==> src/rtl/wsd_pkg.sv <==
package wsd_pkg;

	localparam int SAMPLE_BITS = 10;
	localparam int SUM_BITS    = SAMPLE_BITS + 2;
	localparam int TIME_BITS   = 32;
	localparam int WIN_BITS    = 16;
	localparam int BOUND_BITS  = 12;
	localparam int AXES        = 3;

	localparam int IN_BITS     = TIME_BITS + AXES * SAMPLE_BITS;
	localparam int IN_TDATA_W  = ((IN_BITS + 7) / 8) * 8;
	localparam int OUT_BITS    = AXES * SAMPLE_BITS + SUM_BITS + 2;
	localparam int OUT_TDATA_W = ((OUT_BITS + 7) / 8) * 8;

	localparam int ADDR_BITS   = 4;
	localparam int DATA_BITS   = 32;

	typedef logic [SAMPLE_BITS-1:0] code_t;
	typedef logic [SUM_BITS-1:0]    sum_t;

	typedef enum logic [1:0] {
		REG_WINDOW_MS  = 2'd0,
		REG_SWING_LOW  = 2'd1,
		REG_SWING_HIGH = 2'd2
	} reg_idx_t;

	localparam logic [WIN_BITS-1:0]   WINDOW_MS_RST  = WIN_BITS'(100);
	localparam logic [BOUND_BITS-1:0] SWING_LOW_RST  = BOUND_BITS'(103);
	localparam logic [BOUND_BITS-1:0] SWING_HIGH_RST = BOUND_BITS'(308);
	localparam code_t CODE_MID = code_t'(1 << (SAMPLE_BITS - 1));

	typedef struct packed {
		logic [WIN_BITS-1:0]   window_ms;
		logic [BOUND_BITS-1:0] swing_low;
		logic [BOUND_BITS-1:0] swing_high;
	} cfg_t;

endpackage

==> src/rtl/wsd_cfg.sv <==
module wsd_cfg (
	input  logic                            clk,
	input  logic                            arst_n,
	input  logic                            psel,
	input  logic                            penable,
	input  logic                            pwrite,
	input  logic [wsd_pkg::ADDR_BITS-1:0]   paddr,
	input  logic [wsd_pkg::DATA_BITS-1:0]   pwdata,
	output logic [wsd_pkg::DATA_BITS-1:0]   prdata,
	output logic                            pready,
	output wsd_pkg::cfg_t                   cfg
);

	wsd_pkg::cfg_t    cfg_q;
	wsd_pkg::reg_idx_t idx;
	logic              wr_en;

	assign idx    = wsd_pkg::reg_idx_t'(paddr[3:2]);
	assign wr_en  = psel & penable & pwrite;
	assign pready = 1'b1;
	assign cfg    = cfg_q;

	always_ff @(posedge clk or negedge arst_n) begin
		if (!arst_n) begin
			cfg_q.window_ms  <= wsd_pkg::WINDOW_MS_RST;
			cfg_q.swing_low  <= wsd_pkg::SWING_LOW_RST;
			cfg_q.swing_high <= wsd_pkg::SWING_HIGH_RST;
		end else if (wr_en) begin
			unique case (idx)
				wsd_pkg::REG_WINDOW_MS: begin
					cfg_q.window_ms <= pwdata[wsd_pkg::WIN_BITS-1:0];
				end
				wsd_pkg::REG_SWING_LOW: begin
					cfg_q.swing_low <= pwdata[wsd_pkg::BOUND_BITS-1:0];
				end
				wsd_pkg::REG_SWING_HIGH: begin
					cfg_q.swing_high <= pwdata[wsd_pkg::BOUND_BITS-1:0];
				end
				default: begin
				end
			endcase
		end
	end

	always_comb begin
		unique case (idx)
			wsd_pkg::REG_WINDOW_MS: begin
				prdata = wsd_pkg::DATA_BITS'(cfg_q.window_ms);
			end
			wsd_pkg::REG_SWING_LOW: begin
				prdata = wsd_pkg::DATA_BITS'(cfg_q.swing_low);
			end
			wsd_pkg::REG_SWING_HIGH: begin
				prdata = wsd_pkg::DATA_BITS'(cfg_q.swing_high);
			end
			default: begin
				prdata = '0;
			end
		endcase
	end

endmodule

==> src/rtl/wsd_axis.sv <==
module wsd_axis (
	input  logic           clk,
	input  logic           arst_n,
	input  logic           upd,
	input  logic           closed,
	input  wsd_pkg::code_t code,
	output wsd_pkg::code_t range_nxt
);

	wsd_pkg::code_t min_q, max_q, range_q;
	wsd_pkg::code_t min_base, max_base;

	assign min_base  = closed ? code : min_q;
	assign max_base  = closed ? code : max_q;
	assign range_nxt = closed ? wsd_pkg::code_t'(max_q - min_q) : range_q;

	always_ff @(posedge clk or negedge arst_n) begin
		if (!arst_n) begin
			min_q   <= wsd_pkg::CODE_MID;
			max_q   <= wsd_pkg::CODE_MID;
			range_q <= '0;
		end else if (upd) begin
			min_q   <= (code < min_base) ? code : min_base;
			max_q   <= (code > max_base) ? code : max_base;
			range_q <= range_nxt;
		end
	end

endmodule

==> src/rtl/windowed_swing_detector.sv <==
// Peak-to-peak window detector for a 3-axis accelerometer working on raw ADC
// codes. Each request carries a wrapping millisecond timestamp and one code
// per axis; each yields exactly one result. When the time since the window
// start exceeds window_ms, the per-axis ranges (max minus min) are latched,
// min and max restart at the current sample and the window restarts at this
// timestamp. Results give the latched ranges, their sum, a flag that the sum
// lies in [swing_low_codes, swing_high_codes) and a flag that the window
// closed on this sample. The block takes one request per clock while the
// output is not stalled and passes it through one input register and one
// result register, with all window and range logic between them. Registers
// sit at byte addresses 0 (window_ms), 4 (swing_low_codes) and 8
// (swing_high_codes) and must be written only while no request is in flight.
module windowed_swing_detector (
	input  logic                              clk,
	input  logic                              arst_n,
	input  logic                              psel,
	input  logic                              penable,
	input  logic                              pwrite,
	input  logic [wsd_pkg::ADDR_BITS-1:0]     paddr,
	input  logic [wsd_pkg::DATA_BITS-1:0]     pwdata,
	output logic [wsd_pkg::DATA_BITS-1:0]     prdata,
	output logic                              pready,
	input  logic                              s_tvalid,
	output logic                              s_tready,
	// now_ms, x_code, y_code, z_code
	input  logic [wsd_pkg::IN_TDATA_W-1:0]    s_tdata,
	output logic                              m_tvalid,
	input  logic                              m_tready,
	// x_range, y_range, z_range, range_sum, swinging, window_closed
	output logic [wsd_pkg::OUT_TDATA_W-1:0]   m_tdata
);

	localparam int SB = wsd_pkg::SAMPLE_BITS;
	localparam int TB = wsd_pkg::TIME_BITS;

	wsd_pkg::cfg_t cfg;

	logic                         valid_s1;
	logic [TB-1:0]                now_s1;
	wsd_pkg::code_t               code_s1 [wsd_pkg::AXES];
	logic [TB-1:0]                window_start_q;
	logic                         adv_s1, free_s2, closed;
	logic [TB-1:0]                elapsed;
	wsd_pkg::code_t               range_nxt [wsd_pkg::AXES];
	wsd_pkg::sum_t                sum;
	logic                         swinging;
	logic                         valid_s2;
	logic [wsd_pkg::OUT_BITS-1:0] result_s2;

	wsd_cfg u_cfg (
		.clk     (clk),
		.arst_n  (arst_n),
		.psel    (psel),
		.penable (penable),
		.pwrite  (pwrite),
		.paddr   (paddr),
		.pwdata  (pwdata),
		.prdata  (prdata),
		.pready  (pready),
		.cfg     (cfg)
	);

	assign free_s2  = !valid_s2 || m_tready;
	assign adv_s1   = valid_s1 && free_s2;
	assign s_tready = !valid_s1 || free_s2;

	always_ff @(posedge clk or negedge arst_n) begin
		if (!arst_n) begin
			valid_s1 <= 1'b0;
		end else if (s_tready) begin
			valid_s1 <= s_tvalid;
		end
	end

	always_ff @(posedge clk) begin
		if (s_tready && s_tvalid) begin
			now_s1 <= s_tdata[TB-1:0];
			for (int a = 0; a < wsd_pkg::AXES; a++) begin
				code_s1[a] <= s_tdata[TB + a*SB +: SB];
			end
		end
	end

	assign elapsed = now_s1 - window_start_q;
	assign closed  = elapsed > TB'(cfg.window_ms);

	always_ff @(posedge clk or negedge arst_n) begin
		if (!arst_n) begin
			window_start_q <= '0;
		end else if (adv_s1 && closed) begin
			window_start_q <= now_s1;
		end
	end

	for (genvar a = 0; a < wsd_pkg::AXES; a++) begin : g_axis
		wsd_axis u_axis (
			.clk       (clk),
			.arst_n    (arst_n),
			.upd       (adv_s1),
			.closed    (closed),
			.code      (code_s1[a]),
			.range_nxt (range_nxt[a])
		);
	end

	assign sum = wsd_pkg::sum_t'(range_nxt[0]) + wsd_pkg::sum_t'(range_nxt[1])
		+ wsd_pkg::sum_t'(range_nxt[2]);
	assign swinging = (TB'(sum) >= TB'(cfg.swing_low))
		&& (TB'(sum) < TB'(cfg.swing_high));

	always_ff @(posedge clk or negedge arst_n) begin
		if (!arst_n) begin
			valid_s2 <= 1'b0;
		end else if (free_s2) begin
			valid_s2 <= valid_s1;
		end
	end

	always_ff @(posedge clk) begin
		if (adv_s1) begin
			result_s2 <= {closed, swinging, sum, range_nxt[2], range_nxt[1], range_nxt[0]};
		end
	end

	assign m_tvalid = valid_s2;
	assign m_tdata  = wsd_pkg::OUT_TDATA_W'(result_s2);

endmodule

==> config.mk <==
export PLATFORM = sky130hd
export DESIGN_NAME = windowed_swing_detector
export DESIGN_NICKNAME = d
export VERILOG_FILES = /design/src/rtl/wsd_pkg.sv /design/src/rtl/wsd_cfg.sv /design/src/rtl/wsd_axis.sv /design/src/rtl/windowed_swing_detector.sv
export SDC_FILE = /design/constraint.sdc
export NUM_CORES = 1
export LEC_CHECK = 0
export BUFFER_PORTS_ARGS = -buffer_cell sky130_fd_sc_hd__buf_2
export CAP_MARGIN = 0
export CORE_MARGIN = 10
export CORE_UTILIZATION = 40
export CTS_CLUSTER_SIZE = 28
export DETAILED_ROUTE_END_ITERATION = 7
export PLACE_DENSITY = 0.69
export SYNTH_ARGS = -nofsm -noshare
export SYNTH_HDL_FRONTEND = slang
export SYNTH_SLANG_ARGS = --single-unit
==> constraint.sdc <==
create_clock -name clk -period 18.4 [get_ports clk]
set_clock_uncertainty 0.05 [all_clocks]
set_input_delay 3.68 -clock clk [delete_from_list [all_inputs] [get_ports clk]]
set_output_delay 3.68 -clock clk [all_outputs]
set_load 0.01 [all_outputs]
Word level (Yosys, flattened, before mapping) --
Memories as Yosys holds them, arrays and structs flattened. Cells that the tools add are included.
Storage, ports and cells: memories kept 1, memory bits (writable) 30, flip-flop bits (word level) 240, input bits 107, output and inout port bits 83
Cells by class: bitwise logic cells 2, reduce and logical (&&, ||, !) cells 12, $add $sub $neg 6, order comparisons 9, mux-type cells 18, equal/unequal tests 2
Memory list:
- code_s1 | words 3, bits a word 10, rd ports 3, clocked after Yosys merged registers in 0, wr ports 3, RTL line windowed_swing_detector.sv:40 | wsd_pkg::code_t code_s1 [wsd_pkg::AXES];
Operator list (count):
- $mux 10 | 15
- $pmux 16 s3 | 1
- $gt 32x16->1 | 1
- $sub 32x32->32 | 1
- $gt 10x10->1 | 3
- $lt 10x10->1 | 3
- $sub 10x10->10 | 3
- $add 11x10->12 | 1
- $ge 12x12->1 | 1
- $lt 12x12->1 | 1
- $add 10x10->11 | 1
- $reduce_and 2->1 | 3
- $logic_and 1x1->1 | 4
- $and 1x1->1 | 2
- $eq 2x1->1 const B | 1
- $eq 2x2->1 const B | 1
- $logic_not 1->1 | 2
- $logic_not 2->1 | 1
- $logic_or 1x1->1 | 2
- $mux 1 | 2

Logic depth before layout (Yosys ltp) --
Gate-level depths: netlist of the first run.
depth in word-level cells 7, mapped depth 41, depth with buffers taken out 39

By module --
A second synthesis of the first run with hierarchy kept.
Second synthesis, totals: cells, all modules 1627, area total of the unflattened synthesis 17463.0 sq um
By module, submodules not included:
- windowed_swing_detector | area an instance 8161.6 sq um, instances 1, cells each 694, sequential area each 4033.9 sq um
- wsd_axis | area an instance 2436.1 sq um, instances 3, cells each 260, sequential area each 753.2 sq um
- wsd_cfg | area an instance 1993.2 sq um, instances 1, cells each 153, sequential area each 1016.0 sq um

Worst setup path after synthesis of the first run --
No wires, ideal clock.
path kind in2out, from input paddr[2] in the netlist's numbering, to output prdata[10] in the netlist's numbering, setup slack 9.806 ns, data arrival time 4.864 ns, path buffers 2, stages 4, path through clkbuf_1 clkbuf_1 mux2i_1 o21ai_0
Between the ends: word-level cells in the longest chain between the ends 2
RTL lines:
- from (decl) | RTL line windowed_swing_detector.sv:19 | input logic [wsd_pkg::ADDR_BITS-1:0] paddr,
- $eq 2x2->1 (tied with other cells) | RTL line wsd_cfg.sv:46 | unique case (idx)
- $pmux 16 s3 (*) | RTL line wsd_cfg.sv:46
- to (decl) | RTL line windowed_swing_detector.sv:21 | output logic [wsd_pkg::DATA_BITS-1:0] prdata,
Every way passes the cells marked *; elsewhere a longest branch is shown, timed or not.

Worst setup path after layout of the first run --
from register now_s1[0], to register result_s2[42] in the netlist's numbering (data pin)
Between the ends: word-level cells in the longest chain between the ends 7
RTL lines:
- from (decl) | RTL line windowed_swing_detector.sv:39 | logic [TB-1:0] now_s1;
- from (signal assigned) | RTL line windowed_swing_detector.sv:77 | now_s1 <= s_tdata[TB-1:0];
- $sub 32x32->32 (*) | RTL line windowed_swing_detector.sv:84 | assign elapsed = now_s1 - window_start_q;
- $gt 32x16->1 (*) | RTL line windowed_swing_detector.sv:85 | assign closed = elapsed > TB'(cfg.window_ms);
- $mux 10 (*) | RTL line wsd_axis.sv:15 | assign range_nxt = closed ? wsd_pkg::code_t'(max_q - min_q) : range_q;
- via g_axis[0].u_axis.range_nxt[1] | RTL line wsd_axis.sv:7 | output wsd_pkg::code_t range_nxt
- $add 10x10->11 (*) | RTL line windowed_swing_detector.sv:106 | assign sum = wsd_pkg::sum_t'(range_nxt[0]) + wsd_pkg::sum_t'(range_nxt[1])
- $add 11x10->12 (*) | RTL line windowed_swing_detector.sv:107 | + wsd_pkg::sum_t'(range_nxt[2]);
- via sum[9] | RTL line windowed_swing_detector.sv:45 | wsd_pkg::sum_t sum;
- $ge 12x12->1 / $lt 12x12->1 (equally long branches) | RTL line windowed_swing_detector.sv:108, windowed_swing_detector.sv:109
- $logic_and 1x1->1 (*) | RTL line windowed_swing_detector.sv:109 | && (TB'(sum) < TB'(cfg.swing_high));
- via swinging | RTL line windowed_swing_detector.sv:46 | logic swinging;
- to (signal assigned) | RTL line windowed_swing_detector.sv:121 | result_s2 <= {closed, swinging, sum, range_nxt[2], range_nxt[1], range_nxt[0]};
- to (decl) | RTL line windowed_swing_detector.sv:48 | logic [wsd_pkg::OUT_BITS-1:0] result_s2;
Mark *: on every way through the listed nets, which the timed path passes. The rest lies on a longest branch. A chain may end at the register's enable or synchronous reset.

==> impl_metrics.yaml, run 1 <==
logic_synthesis:
  synth-xor-area-share_pct: 2.156
  ys_async_sr_fraction_pct: 60.74
  netlist.area_leader.share_pct: 21.41
  synthFlopType: "dfrtp_1"
  synth_largest_area_cell: "dfrtp_1"
  ys_seq_elements: 270
  syn_avg_cell_area_um2: 10.17
  synthMuxAreaShare_pct: 8.352
  ys.warnings.count: 0
  synth_area_leaders: "dfrtp_1 (21%), edfxtp_1 (19%), ha_1 (12%), mux2_2 (6.1%), a21oi_1 (4.3%)"
  synth_edf_count: 106
  synth-simple-area-share_pct: 11.67
  synth_cells: 1678
  synth_adder_area_share_pct: 13.71
  synth_top_family_by_area: "compound AO/OA/AOI/OAI gates"
  seq_area_frac_synth_pct: 42.84
  syn-cell-area_um2: 17060
  ys_types: 73
  synth-compound-area-share_pct: 15.20
placement:
  portBuffers: 148
  dp_hpwl_um: 32650
  gp_congestion: 0.8721
run_status:
  status: "completed"
grt:
  grt_pass1_vias: 12870
  grt_max_degree: 94
  grt_usage_pct: 17.03
  grt_pass1_wl_um: 69480
  grt_overflow_total: 0
  antenna_found_initial: 2
sta:
  period_share_pct: 53.74
  slew_headroom_pct: 29.63
  worstMarginPinSlew_ns: 1.053
  drv_slew: 0
  post-route-min-period_ns: 9.889
  fin_tns_setup_ns: 0
  finalHoldViolCount: 0
  setup_viol: 0
  rsz0062_at_grt: "false"
  fmaxAchievable_ghz: 0.1011
worst_setup_path:
  crit_type: "reg2reg"
  critPathRequiredTime_ns: 18.62
  crit_path_end_kind: "flip-flop"
  critical_path.startpoint_type: "flip-flop"
  slowest_delay_ns: 0.65
  path_max_fanout: 68
  arrival_ns: 10.11
  slowest_stage: "buf_4"
clock_tree:
  clk_latency_ns: 0.54
  cts_setup_buffers: 0
  cts_tree: "done"
  clk_pin_slew_ns: 0.06
  holdBufCountCts: 0
  cts_max_path_buffers: 3
  ctsResizeCount: 0
  cts_buffers: 34
  h-tree-depth: 2
  cts.sinks: 270
  root_buffer: "clkbuf_16"
flow_run:
  max_cap_viol_count: 0
cells_and_area:
  multi_input_area_um2: 8808
  drive_above_1_share_pct: 19.59
  area_delta_synth_final_pct: 13.52
  seqCellArea_um2: 7310
  fillers: 3919
  nets: 2097
pwr:
  p_per_area_nw_per_um2: 172.8
  ir_drop_v: 0.0001103
  power_uw: 3347
  leakage_uw: 0.008601
route:
  ant_nets: 0
  drtIter0Drc: 928
  viasPerCell: 5.362
  firstDrtPassIters: 5
  postRouteWirelength_um: 43810
  wl_per_cell_um: 18.42
  remaining_drc_errors: 0
  routed-via-count: 12750
floorplan:
  start_util_pct: 40.59
  io_pins: 190
  core-area_um2: 42040
  die-height_um: 226.5
  die_area_um2: 51320
  die_w_um: 226.5
  num_rows: 75
hold_path:
  worstHoldPathType: "reg2reg"
[power breakdown]
group / internal [uW] / leakage [uW] / total [uW] / switching, uW
registers: 832 / 0.00294 / 911 / 78.5
logic: 736 / 0.00511 / 1760 / 1020
clock network: 411 / 0.000556 / 677 / 266
[placed cells by master, fill, tap and decap left out, types with 14 or more instances in the layout]
cell type and n:
ha_1 163, inv_1 162, a21oi_1 148, buf_2 147, dfrtp_1 146, o21ai_0 139
nand2_1 114, edfxtp_1 106, mux2_2 93, nor2_1 75, nand3_1 47, nor2b_1 44
a21o_1 36, clkbuf_16 36, xnor2_1 27, nand4_1 24, mux2i_1 22, nand2b_1 21
conb_1 21, dfstp_2 18, xor2_1 15, fa_1 15, nor3_1 14
[cell usage after synthesis (8+ instances only)]
cell type / instances
mux2i_1: 22
o21a_1: 10
nand4_1: 24
nand3_1: 47
nand2b_1: 21
o21ai_0: 139
a31oi_1: 9
dfrtp_1: 146
a21boi_0: 12
nand2_1: 114
mux2_4: 9
buf_4: 24
inv_1: 162
edfxtp_1: 106
nor2_1: 75
xor2_1: 15
nor3_1: 14
nor2b_1: 44
o211ai_1: 10
mux2_2: 93
ha_1: 163
clkbuf_1: 32
a21o_1: 36
a21oi_1: 148
fa_1: 15
dfstp_2: 18
o31ai_1: 12
nor4_1: 10
xnor2_1: 27
buf_2: 19
o21bai_1: 8
[registers in the layout, summed over array words and instances, names as in the netlist]
name                   cells
code_s1                   30
u_cfg.cfg                 40
g_axis.u_axis.min_q       30
g_axis.u_axis.max_q       30
result_s2                 44
g_axis.u_axis.range_q     30
m_tvalid                   1
now_s1                    32
window_start_q            32
valid_s1                   1
[kinds of logic (layout without fill, tap and decap cells)]
logic type	after synthesis	count (layout)
mux	126	126
compound gates	427	427
buf+inv	241	382
flops	270	270
fa+ha+maj	178	178
xor+xnor	42	42
simple gates	392	392
other cells	2	22
[path summary, 6_finish.rpt]
kind,start,end,slack (ns),depth (start not counted)
setup / recovery,now_s1[0],result_s2[42],8.51,34
hold / removal,g_axis[2].u_axis.range_q[5],g_axis[2].u_axis.range_q[5],0.44,1
setup reg to reg,now_s1[0],result_s2[42],8.51,34
hold reg to reg,g_axis[2].u_axis.range_q[5],g_axis[2].u_axis.range_q[5],0.44,1
max in group asynchronous,arst_n,g_axis[2].u_axis.min_q[5],13.60,2
min in group asynchronous,arst_n,window_start_q[16],3.20,1
[routing by layer]
metal | track usage [%] | routed length, um | share of wire [%]
met1 | 21.51 | 19080 | 44
met2 | 28.97 | 21220 | 48
met3 | 3.450 | 2550 | 5.8
met4 | 4.674 | 939 | 2.1
met5 | 0 | 13 | 0.030
[metrics by stage]
| step | worst slack (ns) | hold slack (ns) | cell area (um2) | std cells | util [%] |
|---|---|---|---|---|---|
| final | 8.511 | 0.4404 | 19370 | 2378 | 46.07 |
| after global routing | 7.938 | 0.4703 | 19370 | 2377 | 46.07 |
| after CTS | 8.515 | 0.4400 | 19370 | 2377 | 46.07 |
| after detailed placement | 8.553 | 0.4272 | 18220 | 2315 | 43.34 |
| after global placement | 8.692 | 0.4126 | 18220 | 2315 | 43.34 |
| after floorplan | 9.806 | 0.4022 | 17130 | 1697 | - |
[layout make-up]
class / count / area share (%)
multi-input cells: 1186 / 45.48
inverters: 163 / 3.165
flip-flops and latches: 270 / 37.74
clock buffers: 45 / 4.929
repair buffers: 157 / 4.205
diodes: 1 / 0.01292
clock inverters: 17 / 0.9948
well taps: 539 / 3.482
[critical path: cells and delay by family, from the launching register on]
kind	cells	cell delay, ns
AO/OA/AOI/OAI	13	2.59
XOR/XNOR	2	0.56
adder cells (fa/ha/maj)	7	2.41
buffers and inverters	2	0.71
flip-flops	1	0.40
multiplexers	1	0.45
AND/OR/NAND/NOR	9	2.46
Note: power is estimated with default switching activity, not from simulation.
==> run 2: changes to the inputs <==
- ABC_AREA: default -> 1
- PLACE_DENSITY: 0.69 -> 0.71
- clock period: 18.4 -> 8.1 ns (I/O delays scaled with it)
==> impl_metrics.yaml, run 2 <==
floorplan:
  die_area_um2: 53700
  die_w_um: 231.7
  die-height_um: 231.7
  num_rows: 77
  core-area_um2: 44320
  start_util_pct: 40.47
  io_pins: 190
clock_tree:
  ctsResizeCount: 0
  cts_buffers: 34
  clk_pin_slew_ns: 0.06
  clk_latency_ns: 0.55
  cts_max_path_buffers: 3
  cts_setup_buffers: 0
  cts.sinks: 270
  cts_tree: "done"
  holdBufCountCts: 0
  h-tree-depth: 2
  root_buffer: "clkbuf_16"
flow_run:
  max_cap_viol_count: 0
logic_synthesis:
  synthFlopType: "dfrtp_1"
  synth_area_leaders: "dfrtp_1 (20%), edfxtp_1 (18%), nand2_1 (13%), ha_1 (11%), inv_1 (9.7%)"
  yosysMostFrequentCell: "nand2_1"
  ys_types: 44
  ys.warnings.count: 0
  synth_largest_area_cell: "dfrtp_1"
  syn-cell-area_um2: 17930
  ys_async_sr_fraction_pct: 60.74
  syn_avg_cell_area_um2: 7.848
  synth_edf_count: 106
  ys_seq_elements: 270
  synth_cells: 2285
  netlist.area_leader.share_pct: 20.37
  synth_commonest_cells: "nand2_1 (599), inv_1 (463), ha_1 (163), dfrtp_1 (146), o21ai_1 (114)"
  seq_area_frac_synth_pct: 40.76
worst_setup_path:
  worstSetupPathDepth: 40
  path_delay_family: "adder cells"
  crit_start: "now_s1[0]"
  timing.rr.start: "now_s1[0]"
  critPathMostFrequentCell: "nand3_1"
  worstSetupEndpoint: "result_s2[42]"
  rr_endpoint: "result_s2[42]"
  arrival_ns: 7.88
  critPathRequiredTime_ns: 8.33
  rr_worst_depth: 40
  crit_type: "reg2reg"
  crit_path_end_kind: "flip-flop"
  slowest_delay_ns: 0.50
  path_max_fanout: 13
  slowest_stage: "fa_1"
  rrSetupSlack_ns: 0.45
  path_buf_inv: 6
  critical_path.startpoint_type: "flip-flop"
sta:
  rsz0062_at_grt: "false"
  finalHoldViolCount: 0
  slew_headroom_pct: 27.68
  worstMarginPinSlew_ns: 1.085
  period_share_pct: 94.42
  fmaxAchievable_ghz: 0.1308
  post-route-min-period_ns: 7.648
  drv_slew: 0
  setup_viol: 0
  fin_tns_setup_ns: 0
route:
  postRouteWirelength_um: 46890
  drtIter0Drc: 1080
  remaining_drc_errors: 0
  viasPerCell: 4.899
  ant_nets: 0
  routed-via-count: 14860
  wl_per_cell_um: 15.46
  firstDrtPassIters: 6
placement:
  dp_hpwl_um: 35200
  gp_congestion: 0.8994
  dp.cells: 2973
  portBuffers: 148
cells_and_area:
  largest_reg_flops: 44
  top_register: "result_s2"
  nets: 2702
  layout_commonest_cell: "nand2_1"
  final_cells: 3034
  mostFrequentLayoutCells: "nand2_1 (599), inv_1 (462), ha_1 (163)"
  diodes: 0
  drive_above_1_share_pct: 11.02
  fillers: 4346
  fin_util_pct: 45.80
  area_delta_synth_final_pct: 13.19
grt:
  grt_overflow_total: 0
  grt_pass1_wl_um: 75000
  grt_pass1_vias: 14630
  antenna_found_initial: 1
  grt_usage_pct: 17.20
  grt_max_degree: 117
run_status:
  status: "completed"
hold_path:
  worstHoldPathType: "reg2reg"
## run 2: per-layer routing
layer	global-route usage (%)	share of wire, %
met4	6.045	3.0
met5	0	0.028
met1	22.45	46
met2	28.16	46
met3	3.078	5.5
## run 2: how the worst min path moves through the flow
stage,from,end,slack [ns],cells past startpoint
floorplan,g_axis[0].u_axis.min_q[1],g_axis[0].u_axis.min_q[1],0.40,2
global placement,g_axis[1].u_axis.min_q[3],g_axis[1].u_axis.min_q[3],0.41,2
detailed placement,g_axis[2].u_axis.min_q[5],g_axis[2].u_axis.min_q[5],0.41,2
CTS,g_axis[0].u_axis.min_q[2],g_axis[0].u_axis.min_q[2],0.43,2
global route,g_axis[1].u_axis.min_q[1],g_axis[1].u_axis.min_q[1],0.45,2
finish,g_axis[0].u_axis.min_q[2],g_axis[0].u_axis.min_q[2],0.42,2
## run 2: cells by family (layout without fill, tap and decap cells)
group                      after synthesis  count (layout)  share of synthesized area, %
AOI/OAI and AO/OA                      383             383                         11.96
buffers and inverters                  554             692                         12.58
xor gates and xnor gates                50              50                         2.442
DFF                                    270             270                         40.76
other                                    2              21                       0.04188
adders and majority gates              178             178                         13.05
and+or+nand+nor                        848             848                         19.17
## run 2: metrics by stage
stage | setup slack (ns) | instance area (um2) | hold WS (ns)
6_report | 0.4523 | 20300 | 0.4240
5_1_grt | 0.02559 | 20300 | 0.4459
4_1_cts | 0.4320 | 20290 | 0.4309
3_5_place_dp | 0.4541 | 19100 | 0.4148
3_3_place_gp | 0.7549 | 19100 | 0.4116
2_1_floorplan | 1.871 | 18000 | 0.3991
## run 2: worst reg2reg max path: cells and delay by family (launching register included)
kind            cells  cell delay, ns
buf+inv             6            0.81
compound gates     11            1.66
flops               1            0.33
fa+ha+maj           7            2.25
xor+xnor            2            0.43
simple gates       14            1.89
## run 2: area by class of cell
| cell class | instances | area [um2] | area share, % |
|---|---|---|---|
| multi-input combinational | 1480 | 8451 | 41.63 |
| sequential | 270 | 7310 | 36.01 |
| inverter | 474 | 1782 | 8.778 |
| clock buffer | 42 | 912.1 | 4.494 |
| timing repair buffer | 157 | 827.0 | 4.074 |
| tap | 592 | 740.7 | 3.649 |
| clock inverter | 19 | 276.5 | 1.362 |
Power of run 2 is left out: the tool's default activity adds up to more than one toggle a clock period on the data nets, which glitch-free logic cannot reach.
